===== src/rtl/core/bpr_pkg.sv =====
// shared types and constants for the bit-field pixel to rgb565 scaler
package bpr_pkg;

    localparam int WORD_W      = 32;
    localparam int SRC_W       = 11;
    localparam int RND_W       = 9;
    localparam int ERR_W       = 12;
    localparam int COLOR_W     = 16;
    localparam int MAX_COPIES  = 64;
    localparam int COPY_W      = $clog2(MAX_COPIES);
    localparam int IDX_W       = 3;
    localparam int QUEUE_DEPTH = 4;

    // configuration register indexes
    localparam logic [IDX_W-1:0] REG_RED_MASK     = 3'd0;
    localparam logic [IDX_W-1:0] REG_GREEN_MASK   = 3'd1;
    localparam logic [IDX_W-1:0] REG_BLUE_MASK    = 3'd2;
    localparam logic [IDX_W-1:0] REG_ALPHA_MASK   = 3'd3;
    localparam logic [IDX_W-1:0] REG_SOURCE_WIDTH = 3'd4;
    localparam logic [IDX_W-1:0] REG_RENDER_WIDTH = 3'd5;

    // register reset values
    localparam logic [WORD_W-1:0] RED_MASK_RST     = 32'h00FF_0000;
    localparam logic [WORD_W-1:0] GREEN_MASK_RST   = 32'h0000_FF00;
    localparam logic [WORD_W-1:0] BLUE_MASK_RST    = 32'h0000_00FF;
    localparam logic [WORD_W-1:0] ALPHA_MASK_RST   = 32'h0000_0000;
    localparam logic [SRC_W-1:0]  SOURCE_WIDTH_RST = 11'd320;
    localparam logic [RND_W-1:0]  RENDER_WIDTH_RST = 9'd320;

    // top bit that an aligned channel lands on
    localparam logic [2:0] TOP_RB = 3'd4;
    localparam logic [2:0] TOP_G  = 3'd5;

    // one channel mask with its alignment shifts
    typedef struct packed {
        logic [WORD_W-1:0] mask;
        logic [4:0]        shr;
        logic [2:0]        shl;
    } fld_cfg_t;

    typedef struct packed {
        fld_cfg_t red;
        fld_cfg_t green;
        fld_cfg_t blue;
        fld_cfg_t alpha;
    } mask_cfg_t;

    // effective row widths
    typedef struct packed {
        logic [SRC_W-1:0] src;
        logic [RND_W-1:0] rnd;
    } scl_cfg_t;

endpackage


===== src/rtl/core/bpr_fifo.sv =====
// small register queue between color front end and copy back end
module bpr_fifo #(
    parameter int WIDTH = 16,
    parameter int DEPTH = 4
) (
    input  logic             clk,
    input  logic             rst_n,
    input  logic             push,
    input  logic [WIDTH-1:0] push_data,
    output logic             full,
    input  logic             pop,
    output logic [WIDTH-1:0] head_data,
    output logic             empty
);

    localparam int PTR_W = (DEPTH > 1) ? $clog2(DEPTH) : 1;
    localparam int CNT_W = $clog2(DEPTH + 1);

    logic [WIDTH-1:0] mem_reg [DEPTH];
    logic [PTR_W-1:0] wr_ptr_reg, wr_ptr_next;
    logic [PTR_W-1:0] rd_ptr_reg, rd_ptr_next;
    logic [CNT_W-1:0] count_reg, count_next;
    logic             do_push, do_pop;

    assign full      = (count_reg == CNT_W'(DEPTH));
    assign empty     = (count_reg == '0);
    assign do_push   = push && !full;
    assign do_pop    = pop && !empty;
    assign head_data = mem_reg[rd_ptr_reg];

    // pointer and fill count update
    always_comb
    begin
        wr_ptr_next = wr_ptr_reg;
        rd_ptr_next = rd_ptr_reg;
        count_next  = count_reg;
        if (do_push)
        begin
            wr_ptr_next = (wr_ptr_reg == PTR_W'(DEPTH - 1)) ? '0 : wr_ptr_reg + 1'b1;
        end
        if (do_pop)
        begin
            rd_ptr_next = (rd_ptr_reg == PTR_W'(DEPTH - 1)) ? '0 : rd_ptr_reg + 1'b1;
        end
        if (do_push && !do_pop)
        begin
            count_next = count_reg + 1'b1;
        end
        else if (do_pop && !do_push)
        begin
            count_next = count_reg - 1'b1;
        end
    end

    always_ff @(posedge clk or negedge rst_n)
    begin
        if (!rst_n)
        begin
            wr_ptr_reg <= '0;
            rd_ptr_reg <= '0;
            count_reg  <= '0;
        end
        else
        begin
            wr_ptr_reg <= wr_ptr_next;
            rd_ptr_reg <= rd_ptr_next;
            count_reg  <= count_next;
        end
    end

    // storage
    always_ff @(posedge clk)
    begin
        if (do_push)
        begin
            mem_reg[wr_ptr_reg] <= push_data;
        end
    end

endmodule


===== src/rtl/core/bpr_front.sv =====
// front end: channel extraction, alpha scaling pipeline and rgb565 packing
module bpr_front (
    input  logic                          clk,
    input  logic                          rst_n,
    input  logic                          in_valid,
    output logic                          in_ready,
    input  logic [bpr_pkg::WORD_W-1:0]    pixel_word,
    input  bpr_pkg::mask_cfg_t            mcfg,
    output logic                          push,
    output logic [bpr_pkg::COLOR_W-1:0]   push_color,
    input  logic                          full
);

    import bpr_pkg::*;

    // masked field aligned to the low channel bits
    function automatic logic [5:0] align_fld(input logic [WORD_W-1:0] word,
                                             input fld_cfg_t f);
        logic [WORD_W-1:0] v;
        v = ((word & f.mask) >> f.shr) << f.shl;
        return v[5:0];
    endfunction

    // three restoring division steps, quotient bits 5:3 or 2:0
    function automatic logic [13:0] div3(input logic [10:0] rem,
                                         input logic [4:0] d,
                                         input logic hi);
        logic [10:0] r;
        logic [10:0] dd;
        logic [2:0]  q;
        r = rem;
        q = '0;
        for (int k = 2; k >= 0; k--)
        begin
            dd = {6'b0, d} << (hi ? k + 3 : k);
            if (r >= dd)
            begin
                r    = r - dd;
                q[k] = 1'b1;
            end
        end
        return {q, r};
    endfunction

    logic en;

    logic        s1_valid_reg;
    logic [4:0]  s1_r_reg, s1_b_reg, s1_mul_reg, s1_div_reg;
    logic [5:0]  s1_g_reg;

    logic        s2_valid_reg;
    logic [10:0] s2_pr_reg, s2_pg_reg, s2_pb_reg;
    logic [4:0]  s2_div_reg;

    logic        s3_valid_reg;
    logic [10:0] s3_rr_reg, s3_rg_reg, s3_rb_reg;
    logic [2:0]  s3_qr_reg, s3_qg_reg, s3_qb_reg;
    logic [4:0]  s3_div_reg;

    logic [4:0]  a_val, a_max, mul_sel, div_sel;
    logic        scale;
    logic [13:0] hr, hg, hb, lr, lg, lb;
    logic [5:0]  qr, qg, qb;

    // whole pipeline holds while the last stage waits on a full queue
    assign en       = !(s3_valid_reg && full);
    assign in_ready = en;
    assign push     = s3_valid_reg && !full;

    // alpha factor: divide by one when no scaling applies
    always_comb
    begin
        a_val = 5'(align_fld(pixel_word, mcfg.alpha));
        a_max = 5'(align_fld(mcfg.alpha.mask, mcfg.alpha));
        scale = (mcfg.alpha.mask != '0) && (a_val != a_max);
        mul_sel = scale ? a_val : 5'd1;
        div_sel = scale ? a_max : 5'd1;
    end

    // high quotient bits
    assign hr = div3(s2_pr_reg, s2_div_reg, 1'b1);
    assign hg = div3(s2_pg_reg, s2_div_reg, 1'b1);
    assign hb = div3(s2_pb_reg, s2_div_reg, 1'b1);

    // low quotient bits and packing
    assign lr = div3(s3_rr_reg, s3_div_reg, 1'b0);
    assign lg = div3(s3_rg_reg, s3_div_reg, 1'b0);
    assign lb = div3(s3_rb_reg, s3_div_reg, 1'b0);
    assign qr = {s3_qr_reg, lr[13:11]};
    assign qg = {s3_qg_reg, lg[13:11]};
    assign qb = {s3_qb_reg, lb[13:11]};
    assign push_color = {qr[4:0], qg, qb[4:0]};

    // stage valid flags
    always_ff @(posedge clk or negedge rst_n)
    begin
        if (!rst_n)
        begin
            s1_valid_reg <= 1'b0;
            s2_valid_reg <= 1'b0;
            s3_valid_reg <= 1'b0;
        end
        else if (en)
        begin
            s1_valid_reg <= in_valid;
            s2_valid_reg <= s1_valid_reg;
            s3_valid_reg <= s2_valid_reg;
        end
    end

    // stage payload: align, multiply, divide
    always_ff @(posedge clk)
    begin
        if (en)
        begin
            s1_r_reg   <= 5'(align_fld(pixel_word, mcfg.red));
            s1_g_reg   <= align_fld(pixel_word, mcfg.green);
            s1_b_reg   <= 5'(align_fld(pixel_word, mcfg.blue));
            s1_mul_reg <= mul_sel;
            s1_div_reg <= div_sel;

            s2_pr_reg  <= {6'b0, s1_r_reg} * {6'b0, s1_mul_reg};
            s2_pg_reg  <= {5'b0, s1_g_reg} * {6'b0, s1_mul_reg};
            s2_pb_reg  <= {6'b0, s1_b_reg} * {6'b0, s1_mul_reg};
            s2_div_reg <= s1_div_reg;

            s3_rr_reg  <= hr[10:0];
            s3_rg_reg  <= hg[10:0];
            s3_rb_reg  <= hb[10:0];
            s3_qr_reg  <= hr[13:11];
            s3_qg_reg  <= hg[13:11];
            s3_qb_reg  <= hb[13:11];
            s3_div_reg <= s2_div_reg;
        end
    end

endmodule


===== src/rtl/core/bpr_back.sv =====
// back end: error-counter copy expansion and output register
module bpr_back (
    input  logic                          clk,
    input  logic                          rst_n,
    input  logic                          head_valid,
    input  logic [bpr_pkg::COLOR_W-1:0]   head_color,
    output logic                          pop,
    input  bpr_pkg::scl_cfg_t             scl,
    input  logic                          restart,
    output logic                          out_valid,
    input  logic                          out_ready,
    output logic [bpr_pkg::COLOR_W-1:0]   color565,
    output logic                          last_copy
);

    import bpr_pkg::*;

    logic signed [ERR_W-1:0] err_reg, err_next;
    logic [SRC_W-1:0]        cnt_reg, cnt_next;
    logic [COPY_W-1:0]       copy_reg, copy_next;
    logic                    out_valid_reg;
    logic [COLOR_W-1:0]      out_color_reg;
    logic                    out_last_reg;

    logic                    out_free, err_pos, emit, last, fin;
    logic signed [ERR_W:0]   e_ext, w_s, r_s, e_sub, e_fin;
    logic [SRC_W:0]          cnt_inc;

    assign out_free = !out_valid_reg || out_ready;
    assign err_pos  = !err_reg[ERR_W-1] && (err_reg != '0);
    assign emit     = head_valid && err_pos && out_free;
    assign fin      = (emit && last) || (head_valid && !err_pos);
    assign pop      = fin;

    // error arithmetic for one copy step
    always_comb
    begin
        e_ext   = {err_reg[ERR_W-1], err_reg};
        w_s     = $signed({{(ERR_W + 1 - SRC_W){1'b0}}, scl.src});
        r_s     = $signed({{(ERR_W + 1 - RND_W){1'b0}}, scl.rnd});
        e_sub   = e_ext - w_s;
        last    = e_sub[ERR_W] || (e_sub == '0) || (copy_reg == COPY_W'(MAX_COPIES - 1));
        e_fin   = (err_pos ? e_sub : e_ext) + r_s;
        cnt_inc = {1'b0, cnt_reg} + 1'b1;
    end

    // next error, pixel count and copy count
    always_comb
    begin
        err_next  = err_reg;
        cnt_next  = cnt_reg;
        copy_next = copy_reg;
        if (restart)
        begin
            err_next  = '0;
            cnt_next  = '0;
            copy_next = '0;
        end
        else if (fin)
        begin
            copy_next = '0;
            if (cnt_inc >= {1'b0, scl.src})
            begin
                err_next = '0;
                cnt_next = '0;
            end
            else
            begin
                err_next = $signed(e_fin[ERR_W-1:0]);
                cnt_next = cnt_inc[SRC_W-1:0];
            end
        end
        else if (emit)
        begin
            err_next  = $signed(e_sub[ERR_W-1:0]);
            copy_next = copy_reg + 1'b1;
        end
    end

    always_ff @(posedge clk or negedge rst_n)
    begin
        if (!rst_n)
        begin
            err_reg       <= '0;
            cnt_reg       <= '0;
            copy_reg      <= '0;
            out_valid_reg <= 1'b0;
        end
        else
        begin
            err_reg  <= err_next;
            cnt_reg  <= cnt_next;
            copy_reg <= copy_next;
            if (emit)
            begin
                out_valid_reg <= 1'b1;
            end
            else if (out_ready)
            begin
                out_valid_reg <= 1'b0;
            end
        end
    end

    // output payload
    always_ff @(posedge clk)
    begin
        if (emit)
        begin
            out_color_reg <= head_color;
            out_last_reg  <= last;
        end
    end

    assign out_valid = out_valid_reg;
    assign color565  = out_color_reg;
    assign last_copy = out_last_reg;

    // a pixel part way through its copies stays at the queue head
    a_mid_item_head: assert property (@(posedge clk) disable iff (!rst_n)
        (copy_reg != '0) |-> head_valid)
        else $error("copy run in progress without a queued pixel");

    // a copy that is not the last leaves positive error for the next one
    a_more_copies: assert property (@(posedge clk) disable iff (!rst_n)
        (emit && !last && !restart) |=> err_pos)
        else $error("non-final copy left no error for a further copy");

    // the final copy retires the pixel from the queue
    a_last_pops: assert property (@(posedge clk) disable iff (!rst_n)
        (emit && last) |-> pop)
        else $error("final copy did not retire its pixel");

endmodule


===== src/rtl/core/bitfield_pixel_to_rgb565_scaler_top.sv =====
// top level: configuration registers, front end, queue and copy back end
// Converts one 32-bit bit-field pixel per input transfer into rgb565 and
// repeats or drops it for nearest-neighbour horizontal scaling. The front
// end takes one pixel per cycle, while it is not stalled by a full queue,
// into a three-stage extract, multiply and divide pipeline (alpha scaling
// by alpha/alpha_max); the last stage pushes into the four-entry queue.
// The back end gives each queued pixel 0..64 copies, as set by the row
// error counter; it produces one output transfer per cycle while a pixel
// is queued and the output is free, and the input accepts one pixel per
// cycle while the queue has room. Writing source_width or render_width
// restarts the row. The configuration port is always ready; writes belong
// in idle periods only.
module bitfield_pixel_to_rgb565_scaler_top #(
    parameter int MAX_SOURCE_WIDTH = 1024,
    parameter int MAX_RENDER_WIDTH = 320
) (
    input  logic                          clk,
    input  logic                          rst_n,
    input  logic                          in_valid,
    output logic                          in_ready,
    input  logic [bpr_pkg::WORD_W-1:0]    pixel_word,
    output logic                          out_valid,
    input  logic                          out_ready,
    output logic [bpr_pkg::COLOR_W-1:0]   color565,
    output logic                          last_copy,
    input  logic                          cfg_valid,
    output logic                          cfg_ready,
    input  logic [bpr_pkg::IDX_W-1:0]     cfg_index,
    input  logic [bpr_pkg::WORD_W-1:0]    cfg_data
);

    import bpr_pkg::*;

    localparam int SRC_CAP = (MAX_SOURCE_WIDTH < (1 << SRC_W) - 1) ?
                             MAX_SOURCE_WIDTH : (1 << SRC_W) - 1;
    localparam int RND_CAP = (MAX_RENDER_WIDTH < (1 << RND_W) - 1) ?
                             MAX_RENDER_WIDTH : (1 << RND_W) - 1;
    localparam int MUL_W   = SRC_W + COPY_W;

    // mask with the shifts that bring its top bit onto the channel top
    function automatic fld_cfg_t make_fld(input logic [WORD_W-1:0] mask,
                                          input logic [2:0] top);
        fld_cfg_t   f;
        logic [4:0] msb;
        f.mask = mask;
        msb    = '0;
        for (int i = 0; i < WORD_W; i++)
        begin
            if (mask[i])
            begin
                msb = 5'(i);
            end
        end
        if (msb > {2'b0, top})
        begin
            f.shr = msb - {2'b0, top};
            f.shl = '0;
        end
        else
        begin
            f.shr = '0;
            f.shl = top - msb[2:0];
        end
        return f;
    endfunction

    fld_cfg_t           red_reg, green_reg, blue_reg, alpha_reg;
    logic [SRC_W-1:0]   source_width_reg;
    logic [RND_W-1:0]   render_width_reg;
    scl_cfg_t           scl_reg, scl_next;
    mask_cfg_t          mcfg;

    logic               cfg_wr, restart;
    logic               q_push, q_full, q_pop, q_empty;
    logic [COLOR_W-1:0] q_push_color, q_head_color;

    assign cfg_ready = 1'b1;
    assign cfg_wr    = cfg_valid && cfg_ready;
    assign restart   = cfg_wr && ((cfg_index == REG_SOURCE_WIDTH) ||
                                  (cfg_index == REG_RENDER_WIDTH));

    // configuration registers
    always_ff @(posedge clk or negedge rst_n)
    begin
        if (!rst_n)
        begin
            red_reg          <= make_fld(RED_MASK_RST, TOP_RB);
            green_reg        <= make_fld(GREEN_MASK_RST, TOP_G);
            blue_reg         <= make_fld(BLUE_MASK_RST, TOP_RB);
            alpha_reg        <= make_fld(ALPHA_MASK_RST, TOP_RB);
            source_width_reg <= SOURCE_WIDTH_RST;
            render_width_reg <= RENDER_WIDTH_RST;
        end
        else if (cfg_wr)
        begin
            case (cfg_index)
                REG_RED_MASK:     red_reg          <= make_fld(cfg_data, TOP_RB);
                REG_GREEN_MASK:   green_reg        <= make_fld(cfg_data, TOP_G);
                REG_BLUE_MASK:    blue_reg         <= make_fld(cfg_data, TOP_RB);
                REG_ALPHA_MASK:   alpha_reg        <= make_fld(cfg_data, TOP_RB);
                REG_SOURCE_WIDTH: source_width_reg <= cfg_data[SRC_W-1:0];
                REG_RENDER_WIDTH: render_width_reg <= cfg_data[RND_W-1:0];
                default:          ;
            endcase
        end
    end

    // effective widths: zero becomes one, saturate, then limit render to 64 times source
    always_comb
    begin
        scl_next.src = source_width_reg;
        if (scl_next.src == '0)
        begin
            scl_next.src = SRC_W'(1);
        end
        if (scl_next.src > SRC_W'(SRC_CAP))
        begin
            scl_next.src = SRC_W'(SRC_CAP);
        end
        scl_next.rnd = render_width_reg;
        if (scl_next.rnd == '0)
        begin
            scl_next.rnd = RND_W'(1);
        end
        if (scl_next.rnd > RND_W'(RND_CAP))
        begin
            scl_next.rnd = RND_W'(RND_CAP);
        end
        if (MUL_W'(scl_next.rnd) > {scl_next.src, {COPY_W{1'b0}}})
        begin
            scl_next.rnd = RND_W'({scl_next.src, {COPY_W{1'b0}}});
        end
    end

    always_ff @(posedge clk or negedge rst_n)
    begin
        if (!rst_n)
        begin
            scl_reg <= '0;
        end
        else
        begin
            scl_reg <= scl_next;
        end
    end

    assign mcfg.red   = red_reg;
    assign mcfg.green = green_reg;
    assign mcfg.blue  = blue_reg;
    assign mcfg.alpha = alpha_reg;

    bpr_front u_front (
        .clk        (clk),
        .rst_n      (rst_n),
        .in_valid   (in_valid),
        .in_ready   (in_ready),
        .pixel_word (pixel_word),
        .mcfg       (mcfg),
        .push       (q_push),
        .push_color (q_push_color),
        .full       (q_full)
    );

    bpr_fifo #(
        .WIDTH (COLOR_W),
        .DEPTH (QUEUE_DEPTH)
    ) u_queue (
        .clk       (clk),
        .rst_n     (rst_n),
        .push      (q_push),
        .push_data (q_push_color),
        .full      (q_full),
        .pop       (q_pop),
        .head_data (q_head_color),
        .empty     (q_empty)
    );

    bpr_back u_back (
        .clk        (clk),
        .rst_n      (rst_n),
        .head_valid (!q_empty),
        .head_color (q_head_color),
        .pop        (q_pop),
        .scl        (scl_reg),
        .restart    (restart),
        .out_valid  (out_valid),
        .out_ready  (out_ready),
        .color565   (color565),
        .last_copy  (last_copy)
    );

endmodule

===== config.mk =====
export PLATFORM = sky130hd
export DESIGN_NAME = bitfield_pixel_to_rgb565_scaler_top
export DESIGN_NICKNAME = d
export VERILOG_FILES = /design/src/rtl/core/bpr_pkg.sv /design/src/rtl/core/bpr_fifo.sv /design/src/rtl/core/bpr_front.sv /design/src/rtl/core/bpr_back.sv /design/src/rtl/core/bitfield_pixel_to_rgb565_scaler_top.sv
export SDC_FILE = /design/constraint.sdc
export NUM_CORES = 2
export LEC_CHECK = 0
export BUFFER_PORTS_ARGS = -buffer_cell sky130_fd_sc_hd__buf_2
export CELL_PAD_IN_SITES_DETAIL_PLACEMENT = 1
export CELL_PAD_IN_SITES_GLOBAL_PLACEMENT = 1
export CORE_MARGIN = 1.5
export CORE_UTILIZATION = 39
export CTS_CLUSTER_DIAMETER = 100
export DETAILED_ROUTE_END_ITERATION = 8
export GPL_ROUTABILITY_DRIVEN = 0
export PLACE_DENSITY_LB_ADDON = 0.2
export SLEW_MARGIN = 40
export SYNTH_ARGS = -nofsm -noshare
export SYNTH_HDL_FRONTEND = slang
export SYNTH_HIERARCHICAL = 1
export SYNTH_SLANG_ARGS = --single-unit
export TNS_END_PERCENT = 50

===== constraint.sdc =====
create_clock -name clk -period 7.36 [get_ports clk]
set_input_delay 0.368 -clock clk [delete_from_list [all_inputs] [get_ports clk]]
set_output_delay 0.368 -clock clk [all_outputs]
set_load 0.05 [all_outputs]

==> out/results.tsv <==
stage	metric	value	unit
die	die_width	288	um
hold_path	hold_class	primary input to register	
power	powerDensity	583	nW/um2
worst_setup_path	start_kind	register	
sta	finalWorstSetupSlack	735	ps
grt	antenna_found_initial	3	
finish	largest_register_ff_count	64	
sta	post-route-period-util	90.0	%
detailed_routing	final_antenna_net_count	0	
sta	slew_headroom	38.0	%
die	start_util	39.4	%
synth	syn_area	31700	um2
power	power_leakage	14.5	nW
detailed_routing	route.detailed.drc	0	
detailed_routing	first_pass_iters	5	
clock_tree	root_buffer	clkbuf_16	
grt	grt_overflow	0	
worst_setup_path	critical_path.max_fanout	12	
die	fp-row-count	104	
clock_tree	tritoncts	done	
grt	grt_usage	24.8	%
synth	avgSynthCellArea	9.50	um2
die	ios	92	
sta	skew	37.7	ps
flow_run	drv_cap	0	
worst_setup_path	max_stage_delay	500	ps
finish	drive_above_1_share	14.4	%
sta	finalHoldViolations	0	
sta	rsz0062_at_grt	false	
synth	yosysWarnings	6	
clock_tree	htreeDepth	2	
worst_setup_path	crit_type	register to register	
synth	ys.flop_type	dfrtp_1	
synth	synth_edf_count	188	
clock_tree	cts.reportedPaths.clkPinSlew	60	ps
detailed_routing	drt_iter0_markers	1646	
worst_setup_path	worstPathCellList	inv_1 -> buf_4 -> ha_1 -> nand2b_1 -> o31ai_1 -> or2_2 -> mux2_2 -> ha_1 -> o21ai_0 -> a21oi_1 -> o21a_1 -> a2111oi_0 -> nor2b_2 -> mux2_2 -> ha_1 -> a21o_1 -> a21oi_1 -> inv_1 -> a21oi_1 -> and4bb_2 -> mux2_1	
sta	post-route-min-period	6630	ps
worst_setup_path	crit_slowest_cell	a2111oi_0	
sta	max_freq	151	MHz
grt	grt_pass1_wl	161000	um
die	dieArea	82900	um2
detailed_routing	wl_met1	43200	um
clock_tree	cts_sinks	428	
detailed_routing	wl_met2	50100	um
detailed_routing	met3_length	4480	um
synth	ys_ff_latch	428	
synth	yosysSeqAreaShare	36.9	%
synth	synth_cells	3332	
die	core	80400	um2
die	die_y	288	um
worst_setup_path	arrival	7000	ps
finish	post-route-util	43.3	%
clock_tree	cts_setup_buffers	0	
synth	synth.distinct_cells	119	
clock_tree	cts_buffer_depth	3	
grt	grt_pass1_vias	27600	
finish	nNetsFinal	3641	
finish	syn_to_final_growth	9.89	%
detailed_routing	avgRoutedWirePerCell	23.1	um
synth	synthesis.nets	3646	
worst_setup_path	end_kind	register	
detailed_routing	vias_per_cell	5.82	
placement	dp_slack	592	ps
sta	tightest_slew	920	ps
clock_tree	clk_latency	630	ps
sta	maxSlewViolCount	0	
detailed_routing	top_layer	met5	
clock_tree	cts_buffers	52	
grt	grt_max_degree	96	
worst_setup_path	cp.required	7730	ps
sta	hold_slack	42.2	ps
synth	synth-async-reset-ratio	56.1	%
detailed_routing	wl	102000	um
detailed_routing	vias	25800	
placement	io_buffer_count	90	
power	total_power	20.3	mW
sta	setup_tns	0	ps
power	ir_worst_vdd	0.378	mV
placement	dp_hpwl	76600	um
status	outcome	finished, final reports clean	
sta	setup_viol	0	
power breakdown:
part           switching [mW]  internal (mW)  total [mW]
clock network            1.11           1.63        2.73
registers               0.841           3.79        4.63
logic                    7.29           5.62        12.9
total                    9.24           11.0        20.3
routing by layer:
layer / vias to the layer above / track usage [%]
li1: 11900 / -
met1: 13000 / 31.1
met2: 646 / 42.9
met3: 189 / 2.88
met4: 4 / 10.7
met5: - / 0
through the flow:
stage,instances,area (um2)
after global routing,4431,34800
after detailed placement,4330,32900
after floorplan,3332,31700
final,4431,34800
after CTS,4429,34700
after global placement,4330,32900
worst max-delay path, delay by kind of cell (launching register included):
| kind | cells | cell delay [ps] |
|---|---|---|
| AOI/OAI and AO/OA | 8 | 1950 |
| and+or+nand+nor | 4 | 1230 |
| muxes | 3 | 1130 |
| adders and majority gates | 3 | 850 |
| buffers and inverters | 3 | 820 |
| DFF | 1 | 380 |
logic make-up (layout without fill, tap and decap cells):
| logic type | count (synthesis) | in the layout | share of synthesized area [%] |
|---|---|---|---|
| compound gates | 691 | 691 | 14.5 |
| xor+xnor | 95 | 95 | 2.65 |
| fa+ha+maj | 243 | 243 | 10.7 |
| buf+inv | 356 | 394 | 4.68 |
| flops | 428 | 428 | 36.9 |
| mux | 230 | 230 | 11.2 |
| other cells | 1 | 2 | 0.0118 |
| simple gates | 1288 | 1288 | 19.3 |
layout make-up:
| cell class | count | area (um2) |
|---|---|---|
| antenna | 1 | 2.50 |
| multi-input combinational | 2548 | 18600 |
| inverter | 176 | 661 |
| sequential | 428 | 11700 |
| tap | 1060 | 1330 |
| fill | 9093 | 45600 |
| timing repair buffer | 121 | 722 |
| clock buffer | 70 | 1440 |
| clock inverter | 27 | 375 |
cells in the mapped netlist, drive strengths merged (8+ instances only):
cell | instances | area, um2
o31ai | 26 | 200
nor2b | 49 | 314
or3 | 11 | 68.8
mux2 | 70 | 815
a31oi | 15 | 100
edfxtp | 188 | 5650
nand2b | 54 | 338
a21oi | 112 | 561
o211ai | 44 | 330
a211oi | 18 | 155
a221oi | 8 | 82.6
nor3b | 14 | 131
fa | 48 | 961
o21ai | 242 | 1230
nor2 | 111 | 427
mux2i | 70 | 708
a22oi | 10 | 75.1
nand3b | 17 | 128
and3 | 16 | 100
nor4 | 26 | 190
nand3 | 137 | 686
clkbuf | 124 | 467
o221ai | 19 | 173
o21bai | 17 | 139
xor2 | 33 | 289
o22ai | 25 | 156
xnor2 | 62 | 551
inv | 174 | 653
nand4 | 20 | 131
nand2 | 667 | 2500
mux4 | 90 | 2030
nor3 | 49 | 273
dfstp | 36 | 946
ha | 194 | 2430
and2 | 71 | 445
a22o | 8 | 70.1
o21a | 21 | 158
or2 | 19 | 119
buf | 56 | 353
dfrtp | 204 | 5100
a21o | 56 | 420
placed cells by master (no fill, tap or decap), types with 90 or more instances in the layout:
master,n
edfxtp_1,188
nor2_1,107
a21oi_1,112
o21ai_0,238
dfrtp_1,196
ha_1,194
mux4_2,90
nand2_1,666
inv_1,172
nand3_1,137
timing repair:
item,in CTS,in global routing
setup endpoints to repair,0,1
hold buffers,2,0
gates resized for setup,0,1
endpoints found under the hold margin,75,0
final timing paths:
check / start / end / slack (ps) / cells past startpoint
max: u_front/s2_div_reg[1] / u_front/s3_rb_reg[4] / 730 / 21
min: cfg_data[1] / blue_reg[9] / 40 / 3
max reg2reg: u_front/s2_div_reg[1] / u_front/s3_rb_reg[4] / 730 / 21
min reg2reg: u_front/s1_div_reg[2] / u_front/s2_div_reg[2] / 420 / 0
max in group asynchronous: rst_n / green_reg[5] / 5500 / 4
min in group asynchronous: rst_n / mcfg[140] / 240 / 2
Power figures use the tool's default switching activity.
